### src/hdl/sba_pkg.sv
package sba_pkg;

  localparam int ID_W = 16;
  localparam int LEN_W = 10;
  localparam int ENTRY_BYTES = 6;

  typedef enum logic [1:0] {
    REQ_WRITE = 2'd0,
    REQ_READ  = 2'd1,
    REQ_FREE  = 2'd2,
    REQ_SIZE  = 2'd3
  } req_type_t;

  typedef enum logic [2:0] {
    ST_OK         = 3'd0,
    ST_ID_ZERO    = 3'd1,
    ST_NOT_FOUND  = 3'd2,
    ST_MISMATCH   = 3'd3,
    ST_BAD_LENGTH = 3'd4,
    ST_DIR_FULL   = 3'd5,
    ST_NO_SPACE   = 3'd6
  } status_t;

  typedef enum logic [1:0] {
    RES_NONE,
    RES_LEN,
    RES_FOUND,
    RES_ALLOC
  } res_src_t;

  typedef enum logic [2:0] {
    S_IDLE,
    S_LOOKUP,
    S_DECIDE,
    S_CHECK,
    S_SEARCH,
    S_RESOLVE
  } state_t;

  typedef struct packed {
    logic     capture;
    logic     scan_start;
    logic     scan_overlap;
    logic     top_init;
    logic     top_step;
    logic     grow;
    logic     use_free;
    logic     write_free;
    logic     write_alloc;
    logic     finish;
    status_t  code;
    res_src_t src;
  } cmd_t;

  typedef struct packed {
    logic id_zero;
    logic found;
    logic type_write;
    logic type_rw;
    logic type_free;
    logic len_match;
    logic len_bad;
    logic free_found;
    logic dir_full;
    logic low_short;
    logic top_fail;
    logic hit;
    logic ha_zero;
    logic scan_busy;
    logic res_free;
  } stat_t;

endpackage

### src/hdl/sba_ctrl.sv
module sba_ctrl (
  input  logic           clk,
  input  logic           rst,
  input  logic           in_valid,
  output logic           in_ready,
  input  sba_pkg::stat_t stat,
  output sba_pkg::cmd_t  cmd
);

  sba_pkg::state_t state;
  sba_pkg::state_t state_next;

  always_ff @(posedge clk) begin
    if (rst) begin
      state <= sba_pkg::S_IDLE;
    end else begin
      state <= state_next;
    end
  end

  always_comb begin
    state_next = state;
    cmd = '0;
    cmd.code = sba_pkg::ST_OK;
    cmd.src = sba_pkg::RES_NONE;
    in_ready = (state == sba_pkg::S_IDLE);
    case (state)
      sba_pkg::S_IDLE: begin
        if (in_valid) begin
          cmd.capture = 1'b1;
          cmd.scan_start = 1'b1;
          state_next = sba_pkg::S_LOOKUP;
        end
      end
      sba_pkg::S_LOOKUP: begin
        if (!stat.scan_busy) begin
          state_next = sba_pkg::S_DECIDE;
        end
      end
      sba_pkg::S_DECIDE: begin
        if (stat.id_zero) begin
          cmd.code = sba_pkg::ST_ID_ZERO;
          cmd.finish = stat.res_free;
        end else if (stat.found) begin
          if (stat.type_rw && !stat.len_match) begin
            cmd.code = sba_pkg::ST_MISMATCH;
            cmd.src = sba_pkg::RES_LEN;
          end else begin
            cmd.src = sba_pkg::RES_FOUND;
            cmd.write_free = stat.type_free && stat.res_free;
          end
          cmd.finish = stat.res_free;
        end else if (!stat.type_write) begin
          cmd.code = sba_pkg::ST_NOT_FOUND;
          cmd.finish = stat.res_free;
        end else if (stat.len_bad) begin
          cmd.code = sba_pkg::ST_BAD_LENGTH;
          cmd.finish = stat.res_free;
        end else if (stat.free_found) begin
          cmd.use_free = 1'b1;
          cmd.top_init = 1'b1;
          state_next = sba_pkg::S_CHECK;
        end else if (stat.dir_full) begin
          cmd.code = sba_pkg::ST_DIR_FULL;
          cmd.finish = stat.res_free;
        end else if (stat.low_short) begin
          cmd.code = sba_pkg::ST_NO_SPACE;
          cmd.finish = stat.res_free;
        end else begin
          // append a cleared entry above the directory
          cmd.grow = 1'b1;
          cmd.top_init = 1'b1;
          state_next = sba_pkg::S_CHECK;
        end
        if (cmd.finish) begin
          state_next = sba_pkg::S_IDLE;
        end
      end
      sba_pkg::S_CHECK: begin
        if (stat.top_fail) begin
          cmd.code = sba_pkg::ST_NO_SPACE;
          cmd.finish = stat.res_free;
          if (stat.res_free) begin
            state_next = sba_pkg::S_IDLE;
          end
        end else begin
          cmd.scan_start = 1'b1;
          cmd.scan_overlap = 1'b1;
          state_next = sba_pkg::S_SEARCH;
        end
      end
      sba_pkg::S_SEARCH: begin
        if (!stat.scan_busy) begin
          state_next = sba_pkg::S_RESOLVE;
        end
      end
      sba_pkg::S_RESOLVE: begin
        if (!stat.hit) begin
          cmd.src = sba_pkg::RES_ALLOC;
          cmd.write_alloc = stat.res_free;
          cmd.finish = stat.res_free;
          if (stat.res_free) begin
            state_next = sba_pkg::S_IDLE;
          end
        end else if (stat.ha_zero) begin
          cmd.code = sba_pkg::ST_NO_SPACE;
          cmd.finish = stat.res_free;
          if (stat.res_free) begin
            state_next = sba_pkg::S_IDLE;
          end
        end else begin
          // drop below the overlapping entry and try again
          cmd.top_step = 1'b1;
          state_next = sba_pkg::S_CHECK;
        end
      end
      default: begin
        state_next = sba_pkg::S_IDLE;
      end
    endcase
  end

endmodule

### config.mk
export PLATFORM = sky130hd
export DESIGN_NAME = sba_ctrl
export DESIGN_NICKNAME = d
export VERILOG_FILES = /design/src/hdl/sba_pkg.sv /design/src/hdl/sba_ctrl.sv
export SDC_FILE = /design/constraint.sdc
export NUM_CORES = 1
export LEC_CHECK = 0
export BUFFER_PORTS_ARGS = -buffer_cell sky130_fd_sc_hd__buf_2
export CORE_AREA = 4 4 43 45
export CTS_BUF_LIST = sky130_fd_sc_hd__clkbuf_16
export DETAILED_ROUTE_END_ITERATION = 12
export DIE_AREA = 0 0 47 49
export HOLD_SLACK_MARGIN = 0.02
export PLACE_DENSITY_LB_ADDON = 0.3
export SETUP_SLACK_MARGIN = 0.05
export SYNTH_ARGS = -nofsm -noshare
export SYNTH_HDL_FRONTEND = slang
export SYNTH_SLANG_ARGS = --single-unit
### constraint.sdc
create_clock -name clk -period 1.6 [get_ports clk]
set_clock_uncertainty 0.2 [all_clocks]
set_input_delay 0.08 -clock clk [delete_from_list [all_inputs] [get_ports clk]]
set_output_delay 0.08 -clock clk [all_outputs]
set_load 0.01 [all_outputs]
Word level (Yosys, flattened, before mapping)
Cells that the tools add are included.
W data, S select, Z words.
- bits in registers: 3
- bits of input ports: 18
- output and inout port bits: 16
- logic and storage cells: 82
- equality and inequality tests: 14
- muxes and demuxes: 62
- reduce and logical (&&, ||, !) cells: 5
- operator list (kind ; number):
    $mux W3 ; 18
    $mux W4 ; 10
    $mux W1 ; 20
    $mux W2 ; 10
    $pmux W3 S6 ; 1
    $ne A3 B3 Y1 const B ; 4
    $pmux W4 S3 ; 1
    $reduce_and A9 Y1 ; 1
    $ne A4 B4 Y1 const B ; 2
    $eq A3 B2 Y1 const B ; 2
    $eq A3 B3 Y1 const B ; 2
    $ne A2 B2 Y1 const B ; 3
    $pmux W2 S2 ; 1
    $eq A3 B1 Y1 const B ; 1
    $logic_not A3 Y1 ; 1
    $logic_and A1 B1 Y1 ; 2
    $pmux W1 S2 ; 1
    $logic_not A1 Y1 ; 1

Depth between registers and ports, before layout
- word-level depth: 10
- depth in mapped cells: 5
- gate-level depth less buffers: 4

Worst setup path after synthesis
Ideal clock, no wire load.
- path kind: flip-flop to output port
- start point: register state[0]
- end point: output cmd[9] (netlist bit)
- data arrival time: 1.496 ns
- data required time: 1.320 ns
- setup slack: -0.176 ns
- cell stages (with the launch flop): 5
- path buffers: 0
- path through: dfxtp_1 -> or3b_2 -> nor2_1 -> nand2_1 -> nor4_1
- RTL lines (item ; RTL line ; text):
    from (decl) ; sba_ctrl.sv:10 ; sba_pkg::state_t state;
    from (signal assigned) ; sba_ctrl.sv:15 ; state <= sba_pkg::S_IDLE;
    from (signal assigned) ; sba_ctrl.sv:17 ; state <= state_next;
    to (decl) ; sba_ctrl.sv:7 ; output sba_pkg::cmd_t cmd

==> results.json <==
{
  "grt_pass1_vias": 681,
  "ys_types": 36,
  "path_class": "flop to output pin",
  "fin_crit_sh_pct": 110.7,
  "max-cap-violations": 0,
  "dp_cells": 129,
  "syn_inst": 75,
  "antenna_cells": 0,
  "post_route_cells_drive_above_1_share_pct": 52.46,
  "nFillCells": 134,
  "route.detailed.drc": 0,
  "timing.final.max_slew_violations": 0,
  "period_minus_slack_ns": 1.771,
  "largest_register_ffs": 3,
  "clock_latency_ns": 0.23,
  "hold_path_class": "input port to flop",
  "syn2layout_area_growth_pct": 83.50,
  "avgSynthCellArea_um2": 6.673,
  "status": "complete, but fails checks",
  "pre_cts_slack_ns": 0.03280,
  "cp_slowest_stage_delay_ns": 0.42,
  "drt-initial-drc-count": 12,
  "max-vdd-ir-drop_mv": 0.8220,
  "cts_buffer_depth": 2,
  "reg_top3": "state (3)",
  "synth_async_sr_flop_share_pct": 0,
  "grt_antenna_before_repair": 0,
  "drtPass1Iterations": 4,
  "synth-edff-count": 0,
  "die_y_um": 49,
  "num_io_pins": 34,
  "synth_ff_type": "dfxtp_1",
  "ant_nets": 0,
  "grt_overflow_total": 0,
  "ys_seq_area_share_pct": 12.00,
  "via_count": 743,
  "hold_violations": 0,
  "avgViaCountPerCell": 5.384,
  "dp_hpwl_mm": 1.251,
  "gp_congestion": 0.7197,
  "setup.worst_path.start_class": "flop",
  "cts_root_buf": "clkbuf_16",
  "initial_utilization_pct": 34.01,
  "die_w_um": 47,
  "fin_ws_ns": -0.1710,
  "rsz0062_at_grt": "true",
  "cts_buffers": 3,
  "track_usage_pct": 17.16,
  "violations": "setup timing",
  "floorplan.rows": 14,
  "wl_per_cell_um": 13.16,
  "grt_max_degree": 11,
  "cts_tree": "built",
  "tightest_slew_ns": 0.3498,
  "path_cells": "or3b_4, nor2_4, o21ai_2, o21ai_1, buf_2",
  "h-tree-depth": 1,
  "finalPower_uw": 897.2,
  "fin_nets": 141,
  "p_leak_uw": 0.0004370,
  "power.density_mw_per_mm2": 976.9,
  "slew_headroom_pct": 76.31,
  "layout.cells.non_filler": 138,
  "syn_nets": 93,
  "synth_seq_cells": 3,
  "core_mm2": 0.001471,
  "largest_register": "state",
  "port-buffer-count": 33,
  "setup_viol": 13,
  "worstPathArrival_ns": 1.49,
  "syn_area_um2": 500.5,
  "cts_num_sinks": 3,
  "synth_warnings": 0,
  "dieArea_mm2": 0.002303,
  "critPathSlowestCell": "or3b_4",
  "critical_path_required_ns": 1.32,
  "fmax_ghz": 0.5646,
  "cts.clk_slew.worst_paths_ns": 0.03,
  "finalWirelength_mm": 1.816,
  "grt_pass1_wl_mm": 2.953,
  "crit_fanout": 6,
  "end_kind": "output pin"
}
power by group:
part	internal (uW)	switching, uW
registers	90.7	9.79
clock network	322	69.9
logic	205	199
per-layer routing:
| metal | share of wire, % | up-vias | GRT usage, % |
|---|---|---|---|
| met5 | 0 | - | 0 |
| met4 | 0.83 | 0 | 5.530 |
| met3 | 6.9 | 2 | 4.797 |
| met2 | 50 | 34 | 28.05 |
| met1 | 42 | 333 | 20.79 |
| li1 | - | 374 | - |
Yosys cell counts (all sizes together), types with 2 or more instances:
| library cell | instances | area [um^2] |
|---|---|---|
| nor3b | 2 | 15.01 |
| nand2b | 4 | 32.53 |
| nand2 | 8 | 30.03 |
| clkbuf | 2 | 7.510 |
| nand3b | 3 | 22.52 |
| or2b | 2 | 15.01 |
| nor4 | 2 | 12.51 |
| a31oi | 2 | 12.51 |
| nor2 | 8 | 30.03 |
| and2 | 2 | 12.51 |
| dfxtp | 3 | 60.06 |
| o21ai | 7 | 35.03 |
| a21oi | 5 | 25.02 |
| nor2b | 4 | 25.02 |
path summary, 6_finish.rpt:
check | from | cells after the start | end | slack, ns
worst min register to register | state[0] | 3 | state[1] | 0.49
worst max-delay path | state[2] | 5 | cmd[4] | -0.17
worst max register to register | state[2] | 5 | state[0] | -0.14
worst min-delay path | stat[0] | 3 | state[1] | 0.11
critical path: cells and delay by family, from the launching register on:
family	cells	cell delay (ns)
AO/OA/AOI/OAI	2	0.22
flip-flops	1	0.31
AND/OR/NAND/NOR	2	0.59
buffers and inverters	1	0.15
what timing repair did:
action,in CTS,in global routing
resized for setup,11,6
setup endpoints to repair,11,17
setup buffers,5,0
cloned,0,0
pin swaps,9,4
hold endpoints to repair,3,0
hold buffers,1,0
metrics by stage:
step | utilization [%] | TNS, ns | hold slack [ns] | area (um^2)
after floorplan | - | 0 | -0.05375 | 516.7
after global placement | 50.94 | 0 | 0.07755 | 749.5
after detailed placement | 50.94 | 0 | 0.08368 | 749.5
after CTS | 62.16 | -1.571 | 0.07445 | 914.6
after global routing | 62.42 | -2.453 | 0.1313 | 918.4
final | 62.42 | -1.649 | 0.1083 | 918.4
cell type report:
cell class | count | area (um^2) | area share [%]
timing repair buffer | 46 | 281.5 | 30.65
tap | 16 | 20.02 | 2.180
clock inverter | 1 | 3.754 | 0.4087
multi-input combinational | 68 | 471.7 | 51.36
inverter | 1 | 3.754 | 0.4087
clock buffer | 3 | 75.07 | 8.174
sequential | 3 | 62.56 | 6.812
cells by family (layout without fill, tap and decap cells):
family          after synthesis  count (layout)  share of synthesized area [%]
simple gates                 44              44                          52.50
buf+inv                       4              51                          3.249
flops                         3               3                          12.00
compound gates               24              24                          32.25
layout by cell type (no fill, tap or decap), types with 2 or more instances in the layout:
cell and count:
buf_6 3, dfxtp_2 2, o21ai_0 4, and2_1 2, clkbuf_16 3, inv_1 2
o21ai_1 2, a31oi_1 2, nor2_1 7, nand3b_1 3, buf_2 31, buf_4 11
nand2_1 7, a21oi_1 5, nor2b_1 3, or2b_1 2, nand2b_1 3
(Power assumes the default switching activity.)
